===== src/hdl/integer_stack_alu_top_assert.svh =====
// Assertion macros for the stack ALU.
`ifndef INTEGER_STACK_ALU_TOP_ASSERT_SVH
`define INTEGER_STACK_ALU_TOP_ASSERT_SVH

// Implication checked on every clock edge outside reset.
`define ISA_ASSERT_IMP(lbl, ante, cons) \
  lbl: assert property (@(posedge clk) disable iff (!rst_n) (ante) |-> (cons)) \
    else $error("assertion failed");

// Next-cycle implication checked outside reset.
`define ISA_ASSERT_NXT(lbl, ante, cons) \
  lbl: assert property (@(posedge clk) disable iff (!rst_n) (ante) |=> (cons)) \
    else $error("assertion failed");

`endif


===== src/hdl/isa_pkg.sv =====
package isa_pkg;

  localparam int DATA_W = 32;
  localparam int CNT_W = 5;
  localparam int DEPTH_DEF = 16;
  localparam int CAP_RST = 16;

  localparam logic [2:0] K_PUSH = 3'd0;
  localparam logic [2:0] K_POP  = 3'd1;
  localparam logic [2:0] K_ADD  = 3'd2;
  localparam logic [2:0] K_SUB  = 3'd3;
  localparam logic [2:0] K_MUL  = 3'd4;
  localparam logic [2:0] K_DIV  = 3'd5;
  localparam logic [2:0] K_SUM  = 3'd6;
  localparam logic [2:0] K_PROD = 3'd7;

  localparam logic [1:0] ST_OK    = 2'd0;
  localparam logic [1:0] ST_OVER  = 2'd1;
  localparam logic [1:0] ST_UNDER = 2'd2;
  localparam logic [1:0] ST_DIVZ  = 2'd3;

  // Per-cycle shift command to the cell chain.
  typedef struct packed {
    logic up;      // every cell takes its lower neighbor's word (push)
    logic down;    // every cell takes its upper neighbor's word (pop)
  } chain_ctl_t;

  typedef enum logic [2:0] {
    S_IDLE, S_EXEC, S_DROP, S_DIV, S_SIGN, S_RED, S_WB, S_DONE
  } fsm_t;

endpackage


===== src/hdl/isa_cell.sv =====
// One stack cell: holds a word, shifts with its neighbors.
module isa_cell (
  input  logic                      clk,
  input  isa_pkg::chain_ctl_t       ctl,
  input  logic [isa_pkg::DATA_W-1:0] below_i,
  input  logic [isa_pkg::DATA_W-1:0] above_i,
  output logic [isa_pkg::DATA_W-1:0] word_o
);
  import isa_pkg::*;

  logic [DATA_W-1:0] word_r;

  always_ff @(posedge clk) begin
    if (ctl.up) begin
      word_r <= below_i;
    end else if (ctl.down) begin
      word_r <= above_i;
    end
  end

  assign word_o = word_r;
endmodule


===== src/hdl/isa_chain.sv =====
// Row of cells; cell 0 is the top of stack. Rotation (down with wrap)
// walks the entries past cell 0 for reductions.
module isa_chain #(
  parameter int DEPTH = isa_pkg::DEPTH_DEF
) (
  input  logic                       clk,
  input  isa_pkg::chain_ctl_t        ctl,
  input  logic [isa_pkg::DATA_W-1:0] load_i,
  input  logic [isa_pkg::DATA_W-1:0] tail_i,
  output logic [isa_pkg::DATA_W-1:0] top_o,
  output logic [isa_pkg::DATA_W-1:0] next_o
);
  import isa_pkg::*;

  logic [DATA_W-1:0] w [DEPTH];

  for (genvar g = 0; g < DEPTH; g++) begin : g_cell
    logic [DATA_W-1:0] bl, ab;
    if (g == 0) begin : g_t
      assign bl = load_i;
    end else begin : g_m
      assign bl = w[g-1];
    end
    if (g == DEPTH-1) begin : g_b
      assign ab = tail_i;
    end else begin : g_n
      assign ab = w[g+1];
    end
    isa_cell u_cell (.clk(clk), .ctl(ctl), .below_i(bl), .above_i(ab), .word_o(w[g]));
  end

  assign top_o  = w[0];
  assign next_o = w[1];
endmodule


===== src/hdl/integer_stack_alu_top.sv =====
// Stack ALU, one request at a time: EXEC, then DONE with out_valid. Push, pop,
// overflow and underflow go straight to DONE; divide by zero via DROP; add,
// sub, mul via DROP, WB; divide via DROP, DIV (one quotient bit a cycle), SIGN,
// WB; sum/product all via RED, WB (empty sum: WB only). The receiver cannot
// stall. busy holds through out_valid; a new start is taken once it falls.
// Synchronous active-low reset empties the stack, capacity 16; words kept.
module integer_stack_alu_top #(
  parameter int DEPTH = isa_pkg::DEPTH_DEF
) (
  input  logic                        clk,
  input  logic                        rst_n,
  input  logic                        start,
  output logic                        busy,
  input  logic [2:0]                  in_kind,
  input  logic signed [isa_pkg::DATA_W-1:0] in_operand,
  output logic                        out_valid,
  output logic [1:0]                  out_status,
  output logic signed [isa_pkg::DATA_W-1:0] out_value,
  output logic [isa_pkg::CNT_W-1:0]   out_depth,
  input  logic                        cfg_we,
  input  logic [isa_pkg::CNT_W-1:0]   cfg_data
);
  import isa_pkg::*;
  `include "integer_stack_alu_top_assert.svh"

  localparam int CW = $clog2(DEPTH + 1);

  // Control and bookkeeping
  fsm_t              state_r, state_nxt;
  logic [CW-1:0]     cnt_r, cnt_nxt;
  logic [CNT_W-1:0]  cap_r;
  logic [2:0]        kind_r;
  logic [DATA_W-1:0] opnd_r;
  logic [CW-1:0]     rot_r;        // reduction steps remaining
  logic [4:0]        dcnt_r;       // divide step counter
  logic [DATA_W-1:0] acc_r;        // result word / reduction accumulator
  logic [DATA_W-1:0] dq_r, drem_r, dden_r;
  logic              dneg_r;
  logic [1:0]        st_r, st_nxt;
  logic [DATA_W-1:0] top_w, next_w;
  chain_ctl_t        ctl;
  logic [DATA_W-1:0] load_w;
  logic [CW-1:0]     lim_w;
  logic              bin_op, red_op;

  // Effective capacity clamped to 1..DEPTH
  always_comb begin
    if (cap_r == '0) lim_w = CW'(1);
    else if (32'(cap_r) > DEPTH) lim_w = CW'(DEPTH);
    else lim_w = CW'(cap_r);
  end

  // Cell 0 is the top of stack; down wraps cell 0 into the last cell.
  isa_chain #(.DEPTH(DEPTH)) u_chain (
    .clk(clk), .ctl(ctl), .load_i(load_w), .tail_i(top_w),
    .top_o(top_w), .next_o(next_w)
  );

  assign bin_op = kind_r inside {K_ADD, K_SUB, K_MUL, K_DIV};
  assign red_op = kind_r inside {K_SUM, K_PROD};

  // Status of the request, decided in its first cycle
  always_comb begin
    st_nxt = ST_OK;
    case (kind_r)
      K_PUSH: if (cnt_r >= lim_w) st_nxt = ST_OVER;
      K_POP, K_PROD: if (cnt_r == '0) st_nxt = ST_UNDER;
      K_SUM: st_nxt = ST_OK;
      default: begin
        if (cnt_r < CW'(2)) st_nxt = ST_UNDER;
        else if (kind_r == K_DIV && top_w == '0) st_nxt = ST_DIVZ;
      end
    endcase
  end

  // Next-state
  always_comb begin
    state_nxt = state_r;
    case (state_r)
      S_IDLE: if (start) state_nxt = S_EXEC;
      S_EXEC: begin
        if (st_nxt == ST_OVER || st_nxt == ST_UNDER) state_nxt = S_DONE;
        else if (kind_r inside {K_PUSH, K_POP}) state_nxt = S_DONE;
        else if (bin_op) state_nxt = S_DROP;
        else if (cnt_r == '0) state_nxt = S_WB;      // empty sum pushes zero
        else state_nxt = S_RED;
      end
      S_DROP: begin
        if (st_r != ST_OK) state_nxt = S_DONE;        // divide by zero
        else if (kind_r == K_DIV) state_nxt = S_DIV;
        else state_nxt = S_WB;
      end
      S_DIV:  if (dcnt_r == 5'(DATA_W - 1)) state_nxt = S_SIGN;
      S_SIGN: state_nxt = S_WB;
      S_RED:  if (rot_r <= CW'(1)) state_nxt = S_WB;
      S_WB:   state_nxt = S_DONE;
      S_DONE: state_nxt = S_IDLE;
      default: state_nxt = S_IDLE;
    endcase
  end

  // Chain control. Binary ops drop both operands (EXEC, DROP) and push the
  // result in WB. Reductions rotate the entries past cell 0 one a cycle,
  // then push the result; words left below it are dead.
  always_comb begin
    ctl = '0;
    load_w = acc_r;
    case (state_r)
      S_EXEC: begin
        if (kind_r == K_PUSH) begin
          ctl.up = (st_nxt == ST_OK);
          load_w = opnd_r;
        end else if (!red_op) begin
          ctl.down = (st_nxt == ST_OK) || (st_nxt == ST_DIVZ);
        end
      end
      S_DROP: ctl.down = 1'b1;
      S_RED:  ctl.down = 1'b1;
      S_WB:   ctl.up = 1'b1;
      default: ;
    endcase
  end

  // Shared multiplier: top*next for multiply, acc*top for product all
  logic [DATA_W-1:0] mul_a, mul_w;
  assign mul_a = (state_r == S_RED) ? acc_r : next_w;
  assign mul_w = mul_a * top_w;

  // Divider helpers (restoring, on magnitudes)
  logic [DATA_W:0]   dtrial;
  logic [DATA_W-1:0] rshift;
  assign rshift = {drem_r[DATA_W-2:0], dq_r[DATA_W-1]};
  assign dtrial = {1'b0, rshift} - {1'b0, dden_r};

  logic [DATA_W-1:0] abs_top, abs_next;
  assign abs_top  = top_w[DATA_W-1] ? -top_w : top_w;
  assign abs_next = next_w[DATA_W-1] ? -next_w : next_w;

  // Datapath registers
  always_ff @(posedge clk) begin
    case (state_r)
      S_IDLE: if (start) begin
        kind_r <= in_kind;
        opnd_r <= in_operand;
      end
      S_EXEC: begin
        case (kind_r)
          K_PUSH:  acc_r <= opnd_r;
          K_POP:   acc_r <= top_w;
          K_ADD:   acc_r <= top_w + next_w;
          K_SUB:   acc_r <= top_w - next_w;
          K_MUL:   acc_r <= mul_w;
          K_SUM:   acc_r <= '0;
          K_PROD:  acc_r <= DATA_W'(1);
          default: acc_r <= '0;          // divide: quotient set in S_SIGN
        endcase
        rot_r <= cnt_r;
        dq_r <= abs_next;
        drem_r <= '0;
        dden_r <= abs_top;
        dneg_r <= top_w[DATA_W-1] ^ next_w[DATA_W-1];
        dcnt_r <= '0;
      end
      S_DIV: begin
        dcnt_r <= dcnt_r + 5'd1;
        if (!dtrial[DATA_W]) begin
          drem_r <= dtrial[DATA_W-1:0];
          dq_r <= {dq_r[DATA_W-2:0], 1'b1};
        end else begin
          drem_r <= rshift;
          dq_r <= {dq_r[DATA_W-2:0], 1'b0};
        end
      end
      S_SIGN: acc_r <= dneg_r ? -dq_r : dq_r;
      S_RED: begin
        rot_r <= rot_r - CW'(1);
        if (kind_r == K_SUM) acc_r <= acc_r + top_w;
        else acc_r <= mul_w;
      end
      default: ;
    endcase
  end

  always_ff @(posedge clk) begin
    if (!rst_n) begin
      state_r <= S_IDLE;
      cnt_r <= '0;
      cap_r <= CNT_W'(CAP_RST);
      st_r <= ST_OK;
    end else begin
      state_r <= state_nxt;
      cnt_r <= cnt_nxt;
      if (cfg_we) cap_r <= cfg_data;
      if (state_r == S_EXEC) st_r <= st_nxt;
    end
  end

  // Entry count follows the chain moves
  always_comb begin
    cnt_nxt = cnt_r;
    case (state_r)
      S_EXEC: begin
        if (kind_r == K_PUSH && st_nxt == ST_OK) cnt_nxt = cnt_r + CW'(1);
        else if (kind_r == K_POP && st_nxt == ST_OK) cnt_nxt = cnt_r - CW'(1);
        else if (bin_op && st_nxt != ST_UNDER) cnt_nxt = cnt_r - CW'(2);
      end
      S_WB: cnt_nxt = red_op ? CW'(1) : cnt_r + CW'(1);
      default: ;
    endcase
  end

  assign busy       = (state_r != S_IDLE);
  assign out_valid  = (state_r == S_DONE);
  assign out_status = st_r;
  assign out_value  = (st_r == ST_OK) ? acc_r : '0;
  assign out_depth  = CNT_W'(cnt_r);

  `ISA_ASSERT_IMP(a_busy_done, out_valid, busy)
  `ISA_ASSERT_NXT(a_done_idle, out_valid, !busy)
  `ISA_ASSERT_IMP(a_cnt_bound, 1'b1, cnt_r <= CW'(DEPTH))
  `ISA_ASSERT_IMP(a_err_zero, out_valid && st_r != ST_OK, out_value == '0)
endmodule

===== config.mk =====
export PLATFORM = sky130hd
export DESIGN_NAME = integer_stack_alu_top
export DESIGN_NICKNAME = d
export VERILOG_FILES = /design/src/hdl/isa_pkg.sv /design/src/hdl/isa_cell.sv /design/src/hdl/isa_chain.sv /design/src/hdl/integer_stack_alu_top.sv
export VERILOG_INCLUDE_DIRS = /design/src /design/src/hdl
export SDC_FILE = /design/constraint.sdc
export NUM_CORES = 2
export LEC_CHECK = 0
export BUFFER_PORTS_ARGS = -buffer_cell sky130_fd_sc_hd__buf_2
export CAP_MARGIN = 20
export CELL_PAD_IN_SITES_DETAIL_PLACEMENT = 1
export CELL_PAD_IN_SITES_GLOBAL_PLACEMENT = 2
export CORE_MARGIN = 5
export CORE_UTILIZATION = 30
export DETAILED_ROUTE_END_ITERATION = 6
export PLACE_DENSITY = 0.69
export SLEW_MARGIN = 25
export SYNTH_ARGS = -nofsm -noshare
export SYNTH_HDL_FRONTEND = slang
export SYNTH_SLANG_ARGS = --single-unit

===== constraint.sdc =====
create_clock -name clk -period 50.6 [get_ports clk]
set_input_delay 2.53 -clock clk [delete_from_list [all_inputs] [get_ports clk]]
set_output_delay 2.53 -clock clk [all_outputs]
set_load 0.005 [all_outputs]

Word level (Yosys, flattened, before mapping). Index checks and enable logic that the tools add are counted.

Register bits: 700. Bits in latches: 0. Memory bits (writable): 0. Bits in read-only memories: 0. Input port bits: 44. Output and inout bits: 41. Logic and storage cells: 174. Memories kept: 0.

$add $sub $neg: 12. $mul: 1. Div/mod/pow operators: 0. Order comparisons: 4. Equality and inequality tests: 23. Shift-type cells: 0. Muxes and demuxes: 75. Bitwise logic cells: 1. Reduce and logical (&&, ||, !) cells: 28.

Operators by type and width (count): $mux 32 (39); $pmux 32 s6 (1); $neg 32->32 (3); $pmux 32 s3 (1); $add 32x32->32 (2); $pmux 32 s2 (1); $mux 31 (2); $pmux 31 s2 (1); $sub 32x32->33 (1); $logic_not 32->1 (1); $mul 32x32->32 (1); $sub 32x32->32 (1); $mux 5 (6); $pmux 5 s2 (3); $eq 3x3->1 const B (8); $mux 3 (8); $pmux 3 s8 (1); $reduce_bool 2->1 (7); $eq 3x2->1 const B (4); $add 5x1->5 const B (2); $logic_not 5->1 (2); $sub 5x1->5 const B (2); $mux 2 (4); $ne 2x2->1 const B (4); other kinds (23) (39).

Depth between registers and ports, before layout.
Word-level depth: 13. Depth in mapped cells: 32. Gate-level depth less buffers: 28.

Modules after synthesis. Synthesis repeated with hierarchy kept, for this count alone.

Cells, all modules: 4736. Area total of the unflattened synthesis: 56694.4 um2.

Modules (own cells, without submodules): integer_stack_alu_top (instances 1, cells each 3632, area an instance 32571.2 um2, sequential area each 5495.3 um2); isa_cell (instances 16, cells each 69, area an instance 1507.7 um2, sequential area each 960.9 um2).

Worst setup path after synthesis. No wires, ideal clock.

Path type: register to register. Start point: reg state_r[0]. End point: reg u_chain.g_cell[0].u_cell.word_r[0], enable pin. Library setup time: 2.097 ns. Data arrival time: 36.123 ns. Data required time: 48.503 ns. Setup slack: 12.380 ns. Cell stages (with the launch flop): 3. Buffers on the path: 1. Period minus slack after synthesis: 38.220 ns. Cells stage by stage: dfxtp_1 -> clkbuf_1 -> o21ai_0.

Cells in the longest elaborated chain, start to end: 4. Elaborated cells on any way between the ends: 8. Classes of those cells: eq/ne: 4; mux: 2; reduce/logical: 2.

RTL lines: start, declared (line integer_stack_alu_top.sv:29) `fsm_t state_r, state_nxt;`; start signal, assigned (line integer_stack_alu_top.sv:191) `state_r <= state_nxt;`; $eq 3x3->1 / $eq 3x2->1 (equally long branches) (line integer_stack_alu_top.sv:108) `case (state_r)`; $reduce_or 2->1 (no source line); $pmux 1 s2 (line integer_stack_alu_top.sv:108); $reduce_bool 2->1 (no source line) *; end signal, assigned (line isa_cell.sv:15) `word_r <= below_i;`; end signal, assigned (line isa_cell.sv:17) `word_r <= above_i;`; end, declared (line isa_cell.sv:11) `logic [DATA_W-1:0] word_r;`.

Mark *: on every way between the ends. The rest lies on a longest branch, timed or not. A chain may end at the register's enable or synchronous reset.

Worst setup path after layout.
Start point: reg state_r[1]. End point: reg acc_r[30], data pin.

Cells in the longest elaborated chain, start to end: 5. Elaborated cells on any way between the ends: 8. Classes of those cells: mul: 1; eq/ne: 3; mux: 4.

RTL lines: $eq 3x3->1 (line integer_stack_alu_top.sv:126, integer_stack_alu_top.sv:141); $mux 32 (line integer_stack_alu_top.sv:126) `assign mul_a = (state_r == S_RED) ? acc_r : next_w;`; $mul 32x32->32 (line integer_stack_alu_top.sv:127) `assign mul_w = mul_a * top_w;`; $pmux 32 s6 / $mux 32 (equally long branches) (line integer_stack_alu_top.sv:147, integer_stack_alu_top.sv:177); $pmux 32 s3 * (line integer_stack_alu_top.sv:141) `case (state_r)`; end signal, assigned (line integer_stack_alu_top.sv:148) `K_PUSH: acc_r <= opnd_r;`; end signal, assigned (line integer_stack_alu_top.sv:149) `K_POP: acc_r <= top_w;`; end signal, assigned (line integer_stack_alu_top.sv:150) `K_ADD: acc_r <= top_w + next_w;`; end, declared (line integer_stack_alu_top.sv:36) `logic [DATA_W-1:0] acc_r;`.

Marked as above.

==> impl_results.md <==
- DRC viols: 0
- Clk root buf: clkbuf_16
- Placer Congestion: 0.893
- Least-Margin Pin Slew: 1.03 ns
- Row count: 155
- DIE WIDTH: 434 microns
- Hold Crit Class: flip-flop to flip-flop
- Synth Register Bits: 700
- Max FO, Critical Path: 31
- Vias per inst: 4.96
- Largest area contributor in the netlist: edfxtp_1
- Wire length per cell: 22.3 microns
- H-Tree Depth: 3
- Post-DP HPWL: 119 mm
- Post-Syn Instances: 4794
- Die ar.: 0.189 sq mm
- Hold Fails Final Rpt: 0
- Crit path capture type: flip-flop
- Mapped Area: 0.0540 sq mm
- Number of max-cap violations: 0
- Tcrit/Tclk final: 18.9%
- CP top delay family: adder cells
- DRT iter0 DRCs: 2516
- CP Launch Type: flip-flop
- CP Class: flip-flop to flip-flop
- Cell mode on critical path: fa_1
- Arr. time, crit path: 10.02 ns
- Clock Skews: 0.0726 ns
- Gr usage total: 17.0%
- Commonest non-fill, non-tap cells in the layout: 685 x edfxtp_1, 509 x nand2_1, 505 x mux2_2
- Outcome: finished, final reports clean
- CP peak stage delay: 0.85 ns
- CTS Buf Count: 83
- Antenna violations before repair: 11
- Buffers inserted during post-CTS setup optimization: 0
- Syn nets: 5486
- Proportion of layout cells with a drive suffix above 1: 17.5%
- # IOs: 85
- CP max-delay cell: o311ai_0
- Clk_lat worst skew: 0.71 ns
- CP required: 51.05 ns
- Slew HR: 31.3%
- DRT antenna net count: 0
- Largest cells by area after synthesis: edfxtp_1 38%, fa_1 15%, mux2_2 11%
- Async SR Flop Fraction: 0%
- IO buf count: 84
- Fmax: 104 MHz
- Vias: 35800
- CTS tree: yes
- Initial core utilization: 30.2%
- Drt first pass iters: 5
- Final Critical Period: 9.57 ns
- Register area share after synthesis: 38.6%
- Synth warn: 0
- Area growth syn-to-layout: 11.1%
- Synth cell types: 80
- Cts-stage hold buffer count: 0
- Final wirelength: 161 mm
- First-pass GRT wire length: 244 mm
- Final nets: 5478
- Avg Inst Size Synth: 11.3 sq um
- Setup Viol. Count Final: 0
- Final Max Slew Viols: 0
- Number of global-route vias before repair: 38900
- Core box area: 0.179 sq mm
- Commonest non-fill, non-tap cell in the layout: edfxtp_1
- Post-synth top area share: 38.1%
- Buf+Inv Stages, Crit Path: 5
- Clock sinks: 700
- Clk pin slew, worst setup/hold paths: 0.07 ns
- Synth Flop Type: edfxtp_1
- Post-CTS Resized: 0
- EDFF count, synth: 685
- GR Overflow Total: 0
- TNS Setup: 0 ns
- Largest net degree at the start of global routing: 185
- DIE HEIGHT: 434 microns
- CTS max path bufs: 3
- RSZ-0062 raised after global routing: no
[Yosys cell counts, types with 12 or more instances]
cell / instances
a21oi_1: 132
o21ai_0: 195
nor2b_1: 25
a31oi_1: 19
o31ai_1: 37
and2_1: 344
a21o_1: 45
a211oi_1: 13
nand2b_1: 33
o211ai_1: 14
inv_1: 453
or4_1: 14
fa_1: 411
xor2_1: 109
o21a_1: 18
or3_1: 26
o22ai_1: 27
nand3_1: 31
o221ai_1: 12
dfxtp_1: 15
and3_1: 14
buf_1: 12
ha_1: 237
nand2_1: 510
mux2_2: 505
nor3_1: 41
nor2_1: 129
xnor2_1: 165
clkbuf_1: 242
mux2i_1: 109
edfxtp_1: 685
[sequential cells by signal, indices dropped and copies added, names as in the netlist]
register / cells
u_chain.g_cell.u_cell.word_o: 512
acc_r: 32
dden_r: 32
dq_r: 32
opnd_r: 32
drem_r: 31
cap_r: 5
dcnt_r: 5
out_depth: 5
rot_r: 5
kind_r: 3
state_r: 3
out_status: 2
dneg_r: 1
[path summary, 6_finish.rpt]
path | slack (ns) | to | startpoint | cells past startpoint
worst max-delay path | 41.03 | acc_r[30] | state_r[1] | 26
worst min-delay path | 0.53 | cap_r[0] | cap_r[0] | 2
worst max register to register | 41.03 | acc_r[30] | state_r[1] | 26
worst min register to register | 0.53 | cap_r[0] | cap_r[0] | 2
[layer usage]
layer,GRT usage [%],wire length [microns]
met1,22.5,71600
met2,27.9,74700
met3,2.63,7370
met4,7.03,6970
met5,0,46
[worst register-to-register path, cell delays in order, from the launching register on]
cell      delay [ns]
dfxtp_1         0.65
nand3b_1        0.42
buf_4           0.51
mux2_2          0.62
and2_1          0.27
fa_1            0.53
fa_1            0.45
fa_1            0.53
inv_1           0.05
fa_1            0.48
inv_1           0.06
fa_1            0.51
inv_1           0.06
fa_1            0.53
inv_1           0.05
fa_1            0.54
fa_1            0.44
ha_1            0.39
o211ai_1        0.19
a21oi_1         0.17
nand3_1         0.11
o311ai_0        0.85
nor2_1          0.07
o21ai_0         0.24
xnor2_1         0.18
o211ai_1        0.12
a211o_1         0.30
[cell families after synthesis]
family          count (synthesis)  synth area share [%]
flops                         700                  38.6
compound gates                616                  7.21
buf+inv                       724                  5.12
xor+xnor                      276                  4.53
simple gates                 1216                  11.2
fa+ha+maj                     648                  20.7
mux                           614                  12.6
[metrics by stage]
step	cell area [sq um]	worst slack (ns)	utilization (%)	instances	hold slack, ns
floorplan	54000	12.38	-	4794	0.483
global placement	57100	41.25	31.9	7056	0.512
detailed placement	57100	41.06	31.9	7056	0.516
CTS	60000	41.01	33.5	7209	0.533
global route	60000	40.58	33.5	7210	0.560
finish	60000	41.03	33.5	7211	0.525
[cell type report]
class,instances,area (sq um)
flip-flops and latches,700,20900
multi-input cells,3370,30400
well taps,2355,2950
diodes,2,5.00
clock buffers,105,2210
inverters,454,1700
repair buffers,177,1150
fillers,19700,119000
clock inverters,48,632
Power is not shown: default switching activity piles up to over one toggle a cycle in this logic, so the estimate is an artifact.
